File: src/sv/ued_pkg.sv
// ----------------------------------------------------------------------------
// ued_pkg
// Shared types, character codes and the hex digit decode for the unicode
// escape decoder.
// ----------------------------------------------------------------------------
package ued_pkg;

  localparam logic [7:0] CH_BSLASH = 8'h5C;
  localparam logic [7:0] CH_U      = 8'h75;
  localparam logic [7:0] CH_0      = 8'h30;
  localparam logic [7:0] CH_9      = 8'h39;
  localparam logic [7:0] CH_LA     = 8'h61;
  localparam logic [7:0] CH_LF     = 8'h66;
  localparam logic [7:0] CH_UA     = 8'h41;
  localparam logic [7:0] CH_UF     = 8'h46;
  localparam logic [7:0] HEX_TEN   = 8'd10;

  localparam int unsigned QDEPTH = 4;
  localparam int unsigned QAW    = $clog2(QDEPTH);
  localparam int unsigned QCW    = $clog2(QDEPTH + 1);

  localparam logic [1:0] LAST_DIGIT = 2'd3;

  typedef enum logic [1:0] {
    PH_NORMAL = 2'd0,
    PH_SLASH  = 2'd1,
    PH_URUN   = 2'd2,
    PH_HEX    = 2'd3
  } phase_t;

  typedef struct packed {
    logic [7:0] ch;
    logic       esc;
    logic       bad;
  } result_t;

  // one queue entry: the results of one byte
  typedef struct packed {
    result_t    res0;
    logic       dual;
    logic [7:0] ch1;
    logic       last;
  } entry_t;

  typedef struct packed {
    logic       ok;
    logic [3:0] nib;
  } hexdig_t;

  function automatic hexdig_t hex_decode(input logic [7:0] b);
    hexdig_t    h;
    logic [7:0] t;
    h = '0;
    t = '0;
    if (b >= CH_0 && b <= CH_9) begin
      t     = b - CH_0;
      h.ok  = 1'b1;
      h.nib = t[3:0];
    end else if (b >= CH_LA && b <= CH_LF) begin
      t     = b - CH_LA + HEX_TEN;
      h.ok  = 1'b1;
      h.nib = t[3:0];
    end else if (b >= CH_UA && b <= CH_UF) begin
      t     = b - CH_UA + HEX_TEN;
      h.ok  = 1'b1;
      h.nib = t[3:0];
    end
    return h;
  endfunction

endpackage

File: src/sv/ued_if.sv
// ----------------------------------------------------------------------------
// ued_in_if / ued_out_if
// Valid/ready channels for source bytes and decoded characters.
// ----------------------------------------------------------------------------
interface ued_in_if;
  logic       valid;
  logic       ready;
  logic [7:0] data_byte;
  logic       end_mark;

  modport source (output valid, output data_byte, output end_mark, input ready);
  modport sink   (input valid, input data_byte, input end_mark, output ready);
endinterface

interface ued_out_if;
  logic       valid;
  logic       ready;
  logic [7:0] out_char;
  logic       from_escape;
  logic       bad_escape;
  logic       last_out;

  modport source (output valid, output out_char, output from_escape,
                  output bad_escape, output last_out, input ready);
  modport sink   (input valid, input out_char, input from_escape,
                  input bad_escape, input last_out, output ready);
endinterface

File: src/sv/unicode_escape_decoder_core.sv
// ----------------------------------------------------------------------------
// unicode_escape_decoder_core
// Turns raw source bytes into the lexer character stream, decoding
// backslash-u escapes and flagging malformed ones.
// ----------------------------------------------------------------------------
//  channel   | dir | payload                                      | handshake
//  in_chan   | in  | data_byte[7:0], end_mark                     | valid/ready
//  out_chan  | out | out_char[7:0], from_escape, bad_escape,      | valid/ready
//            |     | last_out                                     |
//
//  one byte is taken per cycle while the four-entry result queue has room
//  a byte that gives two items (backslash then a plain byte) fills the
//  output register twice, and its entry stays at the queue head until both
//  are loaded; bytes inside an escape give no item until the escape ends
//  each item passes through the result queue and then the output register
//  synchronous active-low reset puts the scanner in normal mode, queue empty
// ----------------------------------------------------------------------------
module unicode_escape_decoder_core (
  input  logic       clk,
  input  logic       rst_n,
  ued_in_if.sink     in_chan,
  ued_out_if.source  out_chan
);
  import ued_pkg::*;

  logic   push, pop, q_full, q_empty;
  entry_t push_entry, head;

  // front part: escape scanner, one byte per cycle while the queue has room
  ued_front u_front (
    .clk        (clk),
    .rst_n      (rst_n),
    .in_chan    (in_chan),
    .q_full     (q_full),
    .push       (push),
    .push_entry (push_entry)
  );

  // decoupling queue of per-byte results
  ued_queue u_queue (
    .clk        (clk),
    .rst_n      (rst_n),
    .push       (push),
    .push_entry (push_entry),
    .pop        (pop),
    .full       (q_full),
    .empty      (q_empty),
    .head       (head)
  );

  // back part: unpacks entries into items in the output register
  ued_back u_back (
    .clk      (clk),
    .rst_n    (rst_n),
    .q_empty  (q_empty),
    .head     (head),
    .pop      (pop),
    .out_chan (out_chan)
  );

  // the scanner never pushes into a full queue
  a_no_overflow: assert property (@(posedge clk) disable iff (!rst_n)
    push |-> !q_full)
    else $error("push into full queue");

  // the last byte of the input always yields at least one item
  a_last_yields: assert property (@(posedge clk) disable iff (!rst_n)
    (in_chan.valid && in_chan.ready && in_chan.end_mark) |-> push)
    else $error("final byte produced no item");

  // an error item carries no character and no escape flag
  a_bad_clean: assert property (@(posedge clk) disable iff (!rst_n)
    (out_chan.valid && out_chan.bad_escape) |->
      (out_chan.out_char == 8'd0 && !out_chan.from_escape))
    else $error("malformed error item");

  // the back part never pops an empty queue
  a_no_underflow: assert property (@(posedge clk) disable iff (!rst_n)
    pop |-> !q_empty)
    else $error("pop from empty queue");

endmodule

File: src/sv/ued_front.sv
// ----------------------------------------------------------------------------
// ued_front
// Escape scanner: takes one byte per cycle while the queue is not full and pushes its results.
// ----------------------------------------------------------------------------
module ued_front (
  input  logic            clk,
  input  logic            rst_n,
  ued_in_if.sink          in_chan,
  input  logic            q_full,
  output logic            push,
  output ued_pkg::entry_t push_entry
);
  import ued_pkg::*;

  phase_t     phase_r, phase_nxt;
  logic [1:0] cnt_r, cnt_nxt;
  logic [7:0] acc_r, acc_nxt;

  logic       acc_in;
  logic [7:0] b;
  logic       last;
  hexdig_t    hd;
  logic [7:0] acc_shift;
  logic       is_bs, is_u;

  assign in_chan.ready = !q_full;
  assign acc_in    = in_chan.valid && !q_full;
  assign b         = in_chan.data_byte;
  assign last      = in_chan.end_mark;
  assign hd        = hex_decode(b);
  assign acc_shift = {acc_r[3:0], hd.nib};
  assign is_bs     = (b == CH_BSLASH);
  assign is_u      = (b == CH_U);

  // next state
  always_comb begin
    phase_nxt = phase_r;
    cnt_nxt   = cnt_r;
    acc_nxt   = acc_r;
    case (phase_r)
      PH_NORMAL: begin
        if (is_bs && !last) phase_nxt = PH_SLASH;
      end
      PH_SLASH: begin
        if (is_u) begin
          phase_nxt = last ? PH_NORMAL : PH_URUN;
        end else if (is_bs && !last) begin
          phase_nxt = PH_SLASH;
        end else begin
          phase_nxt = PH_NORMAL;
        end
      end
      PH_URUN: begin
        if (is_u && !last) begin
          phase_nxt = PH_URUN;
        end else if (!hd.ok || last) begin
          phase_nxt = PH_NORMAL;
        end else begin
          phase_nxt = PH_HEX;
          acc_nxt   = {4'd0, hd.nib};
          cnt_nxt   = 2'd1;
        end
      end
      PH_HEX: begin
        if (!hd.ok || cnt_r == LAST_DIGIT || last) begin
          phase_nxt = PH_NORMAL;
        end else begin
          cnt_nxt = cnt_r + 2'd1;
          acc_nxt = acc_shift;
        end
      end
      default: phase_nxt = PH_NORMAL;
    endcase
    if (phase_nxt == PH_NORMAL) begin
      cnt_nxt = '0;
      acc_nxt = '0;
    end
  end

  // outputs
  always_comb begin
    logic    emit;
    result_t err;
    emit       = 1'b0;
    err        = '{ch: 8'd0, esc: 1'b0, bad: 1'b1};
    push_entry = '0;
    push_entry.ch1  = b;
    push_entry.last = last;
    case (phase_r)
      PH_NORMAL: begin
        if (!(is_bs && !last)) begin
          emit = 1'b1;
          push_entry.res0 = '{ch: b, esc: 1'b0, bad: 1'b0};
        end
      end
      PH_SLASH: begin
        emit = !(is_u && !last);
        if (is_u) begin
          push_entry.res0 = err;
        end else begin
          push_entry.res0 = '{ch: CH_BSLASH, esc: 1'b0, bad: 1'b0};
          push_entry.dual = !(is_bs && !last);
        end
      end
      PH_URUN: begin
        if (!(is_u && !last) && (!hd.ok || last)) begin
          emit = 1'b1;
          push_entry.res0 = err;
        end
      end
      PH_HEX: begin
        if (!hd.ok) begin
          emit = 1'b1;
          push_entry.res0 = err;
        end else if (cnt_r == LAST_DIGIT) begin
          emit = 1'b1;
          push_entry.res0 = '{ch: acc_shift, esc: 1'b1, bad: 1'b0};
        end else if (last) begin
          emit = 1'b1;
          push_entry.res0 = err;
        end
      end
      default: emit = 1'b0;
    endcase
    push = acc_in && emit;
  end

  always_ff @(posedge clk) begin
    if (!rst_n) begin
      phase_r <= PH_NORMAL;
      cnt_r   <= '0;
      acc_r   <= '0;
    end else if (acc_in) begin
      phase_r <= phase_nxt;
      cnt_r   <= cnt_nxt;
      acc_r   <= acc_nxt;
    end
  end

endmodule

File: src/sv/ued_queue.sv
// ----------------------------------------------------------------------------
// ued_queue
// Small first-in first-out queue of result entries.
// ----------------------------------------------------------------------------
module ued_queue (
  input  logic            clk,
  input  logic            rst_n,
  input  logic            push,
  input  ued_pkg::entry_t push_entry,
  input  logic            pop,
  output logic            full,
  output logic            empty,
  output ued_pkg::entry_t head
);
  import ued_pkg::*;

  entry_t           mem_r [QDEPTH];
  logic [QAW-1:0]   wp_r, rp_r;
  logic [QCW-1:0]   cnt_r, cnt_nxt;

  assign full  = (cnt_r == QCW'(QDEPTH));
  assign empty = (cnt_r == '0);
  assign head  = mem_r[rp_r];

  always_comb begin
    cnt_nxt = cnt_r;
    if (push && !pop) cnt_nxt = cnt_r + QCW'(1);
    else if (!push && pop) cnt_nxt = cnt_r - QCW'(1);
  end

  always_ff @(posedge clk) begin
    if (push) mem_r[wp_r] <= push_entry;
  end

  always_ff @(posedge clk) begin
    if (!rst_n) begin
      wp_r  <= '0;
      rp_r  <= '0;
      cnt_r <= '0;
    end else begin
      if (push) wp_r <= wp_r + QAW'(1);
      if (pop)  rp_r <= rp_r + QAW'(1);
      cnt_r <= cnt_nxt;
    end
  end

endmodule

File: src/sv/ued_back.sv
// ----------------------------------------------------------------------------
// ued_back
// Result emitter: unpacks queue entries into one or two output items.
// ----------------------------------------------------------------------------
module ued_back (
  input  logic            clk,
  input  logic            rst_n,
  input  logic            q_empty,
  input  ued_pkg::entry_t head,
  output logic            pop,
  ued_out_if.source       out_chan
);
  import ued_pkg::*;

  logic       valid_r, valid_nxt;
  logic       sel_r, sel_nxt;
  logic [7:0] ch_r, ch_nxt;
  logic       esc_r, esc_nxt;
  logic       bad_r, bad_nxt;
  logic       last_r, last_nxt;
  logic       load;

  assign load = !valid_r || out_chan.ready;

  always_comb begin
    valid_nxt = valid_r;
    sel_nxt   = sel_r;
    ch_nxt    = ch_r;
    esc_nxt   = esc_r;
    bad_nxt   = bad_r;
    last_nxt  = last_r;
    pop       = 1'b0;
    if (load) begin
      valid_nxt = !q_empty;
      if (!q_empty) begin
        if (sel_r) begin
          ch_nxt   = head.ch1;
          esc_nxt  = 1'b0;
          bad_nxt  = 1'b0;
          last_nxt = head.last;
          pop      = 1'b1;
          sel_nxt  = 1'b0;
        end else begin
          ch_nxt   = head.res0.ch;
          esc_nxt  = head.res0.esc;
          bad_nxt  = head.res0.bad;
          last_nxt = head.last && !head.dual;
          pop      = !head.dual;
          sel_nxt  = head.dual;
        end
      end
    end
  end

  always_ff @(posedge clk) begin
    if (!rst_n) begin
      valid_r <= 1'b0;
      sel_r   <= 1'b0;
    end else begin
      valid_r <= valid_nxt;
      sel_r   <= sel_nxt;
    end
  end

  always_ff @(posedge clk) begin
    ch_r   <= ch_nxt;
    esc_r  <= esc_nxt;
    bad_r  <= bad_nxt;
    last_r <= last_nxt;
  end

  assign out_chan.valid       = valid_r;
  assign out_chan.out_char    = ch_r;
  assign out_chan.from_escape = esc_r;
  assign out_chan.bad_escape  = bad_r;
  assign out_chan.last_out    = last_r;

endmodule
File: src/flat_wrapper.sv
// flat-port wrapper written by rule: the top's interface ports become plain ports
module unicode_escape_decoder_core_flat import ued_pkg::*;
  (clk, rst_n, in_chan_valid, in_chan_data_byte, in_chan_end_mark, in_chan_ready, out_chan_valid, out_chan_out_char, out_chan_from_escape, out_chan_bad_escape, out_chan_last_out, out_chan_ready);
  ued_in_if in_chan_i ();
  ued_out_if out_chan_i ();
  input  logic clk;
  input  logic rst_n;
  input wire logic [$bits(in_chan_i.valid)-1:0] in_chan_valid;
  input wire logic [$bits(in_chan_i.data_byte)-1:0] in_chan_data_byte;
  input wire logic [$bits(in_chan_i.end_mark)-1:0] in_chan_end_mark;
  output wire logic [$bits(in_chan_i.ready)-1:0] in_chan_ready;
  output wire logic [$bits(out_chan_i.valid)-1:0] out_chan_valid;
  output wire logic [$bits(out_chan_i.out_char)-1:0] out_chan_out_char;
  output wire logic [$bits(out_chan_i.from_escape)-1:0] out_chan_from_escape;
  output wire logic [$bits(out_chan_i.bad_escape)-1:0] out_chan_bad_escape;
  output wire logic [$bits(out_chan_i.last_out)-1:0] out_chan_last_out;
  input wire logic [$bits(out_chan_i.ready)-1:0] out_chan_ready;
  assign in_chan_i.valid = in_chan_valid;
  assign in_chan_i.data_byte = in_chan_data_byte;
  assign in_chan_i.end_mark = in_chan_end_mark;
  assign in_chan_ready = in_chan_i.ready;
  assign out_chan_valid = out_chan_i.valid;
  assign out_chan_out_char = out_chan_i.out_char;
  assign out_chan_from_escape = out_chan_i.from_escape;
  assign out_chan_bad_escape = out_chan_i.bad_escape;
  assign out_chan_last_out = out_chan_i.last_out;
  assign out_chan_i.ready = out_chan_ready;
  unicode_escape_decoder_core u_core (.clk(clk), .rst_n(rst_n), .in_chan(in_chan_i), .out_chan(out_chan_i));
endmodule
File: config.mk
export PLATFORM = sky130hd
export DESIGN_NAME = unicode_escape_decoder_core_flat
export DESIGN_NICKNAME = d
export VERILOG_FILES = /design/src/sv/ued_pkg.sv /design/src/sv/ued_if.sv /design/src/sv/unicode_escape_decoder_core.sv /design/src/sv/ued_front.sv /design/src/sv/ued_queue.sv /design/src/sv/ued_back.sv /design/src/flat_wrapper.sv
export SDC_FILE = /design/constraint.sdc
export NUM_CORES = 1
export LEC_CHECK = 0
export ABC_AREA = 0
export ABC_CLOCK_PERIOD_IN_PS = 3700
export BUFFER_PORTS_ARGS = -buffer_cell sky130_fd_sc_hd__buf_2
export CORE_MARGIN = 2
export CORE_UTILIZATION = 25
export DETAILED_ROUTE_END_ITERATION = 12
export HOLD_SLACK_MARGIN = 0.08
export MAX_ROUTING_LAYER = met4
export PLACE_DENSITY = 0.43
export SLEW_MARGIN = 20
export SYNTH_ARGS = -nofsm -noshare
export SYNTH_HDL_FRONTEND = slang
export SYNTH_SLANG_ARGS = --single-unit
File: constraint.sdc
create_clock -name clk -period 3.7 [get_ports clk]
set_input_delay 0.37 -clock clk [delete_from_list [all_inputs] [get_ports clk]]
set_output_delay 0.37 -clock clk [all_outputs]
set_load 0.01 [all_outputs]
### Word-level counts from Yosys, hierarchy flattened

Memories as Yosys holds them, arrays and structs flattened. A register that Yosys moved wholly into a read port is not among the register bits.
Index checks and enable logic that the tools add are counted.

| word-level totals | value |
|---|---|
| register bits | 28 |
| output and inout port bits | 13 |
| memories | 1 |
| bits of input ports | 13 |
| logic and storage cells | 120 |
| memory bits (writable) | 80 |

Memories:

| name | depth | bits a word | rd ports | clocked after Yosys merged registers in | write ports | RTL line | text |
|---|---|---|---|---|---|---|---|
| u_core.u_queue.mem_r | 4 | 20 | 1 | 1 | 1 | ued_queue.sv:17 | `entry_t mem_r [QDEPTH];` |

| operators by class | value |
|---|---|
| bitwise logic cells | 1 |
| add/subtract/negate cells | 10 |
| reductions and logical operators | 32 |
| muxes and demuxes | 48 |
| equality and inequality tests | 10 |
| $lt $le $gt $ge | 6 |

Operators by type and width:

| cell | count |
|---|---|
| one-hot mux 10 bit (4 select lines) | 1 |
| 2-to-1 mux 10 bit | 3 |
| 2-to-1 mux 2 bit | 12 |
| 2-to-1 mux 1 bit | 17 |
| == test 8 x 7 -> 1 bit (second input constant) | 2 |
| greater-or-equal comparator 8 x 7 -> 1 bit (second input constant) | 2 |
| less-or-equal comparator 8 x 7 -> 1 bit (second input constant) | 2 |
| 2-to-1 mux 4 bit | 4 |
| 2-to-1 mux 5 bit | 3 |
| subtractor 4 x 1 -> 4 bit (second input constant) | 3 |
| logical AND 1 bit | 11 |
| logical NOT 1 bit | 10 |
| 2-to-1 mux 9 bit | 1 |
| != test 3 bit (second input constant) | 3 |
| adder 4 bit (second input constant) | 2 |
| greater-or-equal comparator 8 x 6 -> 1 bit (second input constant) | 1 |
| less-or-equal comparator 8 x 6 -> 1 bit (second input constant) | 1 |
| 2-to-1 mux 8 bit | 1 |
| one-hot mux 2 bit (4 select lines) | 1 |
| one-hot mux 4 bit (2 select lines) | 1 |
| adder 2 x 1 -> 2 bit (second input constant) | 3 |
| == test 2 bit (second input constant) | 3 |
| 2-to-1 mux 3 bit | 2 |
| AND reduction 5 bit | 1 |
| other kinds (13) | 17 |

### Depth between registers and ports, before layout

| depth | value |
|---|---|
| depth in word-level cells | 15 |
| mapped depth | 12 |
| gate-level depth less buffers | 12 |

### By module

From an unflattened synthesis, not the netlist that was laid out.

| second synthesis, totals | value |
|---|---|
| cell total of the unflattened synthesis | 301 |
| area, all modules | 4799.6 um2 |

By module, submodules not included:

| module | times used | cells an instance | sequential area each (um2) | area each (um2) |
|---|---|---|---|---|
| ued_queue | 1 | 147 | 2582.5 | 3330.7 |
| ued_front | 1 | 120 | 160.2 | 897.1 |
| ued_back | 1 | 34 | 370.4 | 571.8 |

### Least setup slack after synthesis

OpenSTA, ideal clock, no wires.

| timing | value |
|---|---|
| kind | input -> register |
| start | input port in_chan_data_byte[0] |
| end | register u_core.u_queue.cnt_r[2] |
| data arrival time | 2983 ps |
| setup time | 70 ps |
| path slack | 647 ps |
| stages on the path | 12 |
| path buffers | 0 |
| required time | 3630 ps |
| path through | inv_1 ha_1 or3b_4 a31oi_4 nor3_4 a211oi_4 ha_1 inv_1 fa_1 xor2_1 or3_1 a21oi_1 |

| between the ends | value |
|---|---|
| word-level cells in the longest chain between the ends | 14 |
| elaborated cells on any way between the ends | 30 |
| those cells by class | order compare: 6; eq/ne: 2; mux: 8; reduce/logical: 14 |

Ends and longest elaborated chain:

| element | RTL line | text |
|---|---|---|
| from (decl) | flat_wrapper.sv:9 | `input wire logic [$bits(in_chan_i.data_byte)-1:0] in_chan_data_byte;` |
| greater-or-equal comparator 8 x 7 -> 1 bit or less-or-equal comparator 8 x 7 -> 1 bit (tied branches) | ued_pkg.sv:63 | `end else if (b >= CH_UA && b <= CH_UF) begin` |
| logical AND 1 bit | ued_pkg.sv:63 |  |
| 2-to-1 mux 5 bit | ued_pkg.sv:63 |  |
| 2-to-1 mux 5 bit | ued_pkg.sv:59 | `end else if (b >= CH_LA && b <= CH_LF) begin` |
| 2-to-1 mux 5 bit | ued_pkg.sv:55 | `if (b >= CH_0 && b <= CH_9) begin` |
| logical NOT 1 bit | -- |  |
| logical OR 1 bit | ued_front.sv:106 | `if (!(is_u && !last) && (!hd.ok \|\| last)) begin` |
| logical AND 1 bit | ued_front.sv:106 |  |
| 2-to-1 mux 1 bit | ued_front.sv:106 |  |
| one-hot mux 1 bit (4 select lines) (*) | ued_front.sv:89 | `case (phase_r)` |
| logical AND 1 bit (*) | ued_front.sv:125 | `push = acc_in && emit;` |
| named net u_core.push | unicode_escape_decoder_core.sv:26 | `logic push, pop, q_full, q_empty;` |
| logical NOT 1 bit | ued_queue.sv:28 | `else if (!push && pop) cnt_nxt = cnt_r - QCW'(1);` |
| logical AND 1 bit | ued_queue.sv:28 |  |
| nonzero test 2 bit (no line) | -- |  |
| to (signal assigned) | ued_queue.sv:43 | `cnt_r <= cnt_nxt;` |
| to (decl) | ued_queue.sv:19 | `logic [QCW-1:0] cnt_r, cnt_nxt;` |

The timed path passes the listed nets; every way through them passes the cells marked *.
A chain may end at the register's enable or synchronous reset.

### Worst setup path after layout

| timing | value |
|---|---|
| start | input port in_chan_data_byte[1] |
| end | register u_core.u_queue.cnt_r[2] |

Same word-level chain as after synthesis.

==> impl_metrics.py <==
metrics = {
    "yosys": {
        "synth_nets": 340,
        "syn-instance-count": 316,
        "ys_warn_count": 0,
        "ys.flop_type": "edfxtp_1",
        "synth-edff-count": 91,
        "yosysUniqueCellTypes": 51,
        "synthArstFlopShare": 0,
        "synth_area_mm2": 0.00476,
        "avgSynthCellArea_um2": 15.1,
        "synth-seq-cells": 110,
        "synth-seq-area-share": 0.654,
    },
    "floorplan": {
        "start_util": 0.254,
        "die_h_um": 142,
        "rows": 50,
        "die_width_um": 142,
        "core_area_mm2": 0.0187,
        "die_area_mm2": 0.0202,
        "io_pins": 26,
    },
    "timing": {
        "maxClockFrequency_ghz": 0.334,
        "rsz0062_at_grt": "false",
        "finalClockSkew_ps": 8.01,
        "fin_crit_sh": 0.810,
        "hold_violations": 0,
        "post-route-min-period_ps": 3000,
        "max-slew-margin-rel": 0.499,
        "setup_viol": 0,
        "tightest_slew_ps": 747,
        "drv_slew": 0,
        "tns_ps": 0,
    },
    "critical_path": {
        "critPathMaxFanout": 11,
        "worst-setup-path-type": "primary input to register",
        "worstPathCellList": "buf_2 > inv_1 > ha_1 > or3b_4 > a31oi_4 > nor3_4 > a211oi_4 > ha_1 > inv_1 > fa_1 > xor2_1 > or3_1 > a21oi_1",
        "startpoint_type": "primary input",
        "slowest_delay_ps": 420,
        "worst_ep_arrival_time_ps": 3280,
        "endpoint_kind": "register",
        "worstPathRequired_ps": 3980,
        "slowest_stage": "fa_1",
    },
    "routing": {
        "drc": 0,
        "drt_iter0_markers": 159,
        "antenna_left": 0,
        "num_vias": 2712,
        "routed_wirelength_mm": 10.3,
        "first_pass_iters": 4,
        "wire_per_inst_um": 17.5,
        "vias_per_cell": 4.60,
    },
    "cells_and_area": {
        "num_antenna_cells": 0,
        "areaGrowthSynthToFinish_pct": 16.4,
        "fillers": 1886,
        "final_util": 0.296,
        "finalNonFillerCells": 589,
        "nets": 374,
        "drive_above_1_share": 0.234,
        "final_common_cell": "edfxtp_1",
        "layout_common_cells": "91 x edfxtp_1, 40 x nand2_1, 25 x buf_2",
    },
    "placed_design": {
        "gp_congestion": 0.802,
        "dp_hpwl_mm": 6.74,
        "port_buffers": 25,
        "dp_cells": 573,
    },
    "global_routing": {
        "grt_max_degree": 21,
        "grt_pass1_wl_mm": 16.5,
        "overflow": 0,
        "grt_antenna_before_repair": 0,
        "track_usage": 0.114,
        "grt_pass1_vias": 2841,
    },
    "power": {
        "total_power_mw": 3.61,
        "combPwrFrac": 0.231,
        "p_clk_frac": 0.308,
        "pwr-share-seq": 0.461,
        "switching_power_mw": 1.01,
        "p_per_area_mw_per_mm2": 652,
        "ir_drop_mv": 0.284,
        "power.leakage_nw": 1.90,
        "intPower_mw": 2.60,
        "switching_share": 0.279,
    },
    "clock_tree": {
        "cts.sinks": 110,
        "hold_buffers": 0,
        "cts_max_path_buffers": 2,
        "clkLatencyLatePin_ps": 350,
        "postCtsSetupBuffers": 0,
        "tritoncts": "done",
        "clk_pin_slew_ps": 70,
        "cts-resized-gates": 0,
        "root_buffer": "clkbuf_16",
        "cts_buffers": 9,
        "cts-htree-levels": 3,
    },
    "worst_hold_path": {
        "hold_class": "primary input to register",
    },
    "run_status": {
        "status": "complete, no violations",
    },
    "run": {
        "drv_cap": 0,
    },
}
[sequential cells by signal, summed over array words and instances, names as in the netlist, named ones only]
register	count
u_core.u_front.cnt_r	2
u_core.u_back.out_chan.last_out	1
u_core.u_back.out_chan.out_char	8
u_core.u_queue.mem_r	80
u_core.u_queue.cnt_r	3
u_core.u_back.out_chan.from_escape	1
u_core.u_back.out_chan.bad_escape	1
u_core.u_back.sel_r	1
u_core.u_back.out_chan.valid	1
u_core.u_front.acc_r	4
u_core.u_front.phase_r	2
u_core.u_queue.rp_r	2
u_core.u_queue.wp_r	2
[final cells by class]
type | instances | area [µm²] | share of cell area
Inverter | 11 | 41.3 | 0.00745
Tap cell | 234 | 293 | 0.0529
Multi-Input combinational cell | 183 | 1550 | 0.279
Timing Repair Buffer | 35 | 200 | 0.0361
Clock buffer | 9 | 225 | 0.0407
Sequential cell | 110 | 3110 | 0.562
Clock inverter | 7 | 119 | 0.0215
[metrics by stage]
step / setup WS (ps) / area (µm²) / hold slack [ps]
2_1_floorplan: 647 / 4760 / 445
3_3_place_gp: 444 / 5190 / 470
5_1_grt: 529 / 5540 / 336
4_1_cts: 700 / 5540 / 309
3_5_place_dp: 335 / 5190 / 476
6_report: 702 / 5540 / 319
[Yosys cell counts (all sizes together), types with 3 or more instances]
cell type,count,share of area
or3,3,0.0039
nor2,18,0.014
buf,4,0.0055
clkbuf,8,0.0063
a21oi,18,0.019
a32oi,5,0.0092
nand2,40,0.032
nor3,5,0.0087
inv,11,0.0087
a22o,4,0.0074
edfxtp,91,0.57
xor2,3,0.0055
dfxtp,19,0.080
mux2i,3,0.0063
o21ai,7,0.0074
ha,10,0.026
and2,8,0.011
mux4,20,0.095
[power groups by stage]
stage	Combinational [mW]	Sequential, mW	Clock, mW
after floorplan	0.538	1.71	0
after global placement	0.851	1.70	0
after detailed placement	0.861	1.70	0
after CTS	0.862	1.67	1.14
after global routing	0.941	1.69	1.20
final	0.834	1.67	1.11
[routing by layer]
metal	vias up	global-route usage	routed length, µm
met4	0	0.0442	172
met3	14	0.0236	332
met5	-	-	0
met2	45	0.178	4930
li1	1277	-	-
met1	1376	0.146	4880
[critical path, delay by kind of cell]
family | cells | cell delay, ps
and+or+nand+nor | 3 | 840
AOI/OAI and AO/OA | 3 | 640
xor gates and xnor gates | 1 | 150
buffers and inverters | 3 | 360
adders and majority gates | 3 | 920
[cell families (layout without fill, tap and decap cells)]
logic type,Yosys count,after routing,synth area share
DFF,110,110,0.654
xor gates and xnor gates,5,5,0.00920
muxes,25,25,0.106
adders and majority gates,11,11,0.0305
and+or+nand+nor,93,93,0.101
AOI/OAI and AO/OA,49,49,0.0789
buffers and inverters,23,62,0.0205
[path summary, 6_finish.rpt]
| kind | end | depth (start not counted) | slack [ps] | start |
|---|---|---|---|---|
| max | u_core.u_queue.cnt_r[2] | 13 | 700 | in_chan_data_byte[1] |
| min | u_core.u_queue.mem_r[1][0] | 1 | 320 | in_chan_end_mark |
| max reg2reg | u_core.u_queue.cnt_r[2] | 10 | 950 | u_core.u_front.phase_r[1] |
| min reg2reg | u_core.u_front.cnt_r[0] | 1 | 480 | u_core.u_front.cnt_r[0] |
Power figures use the tool's default switching activity.
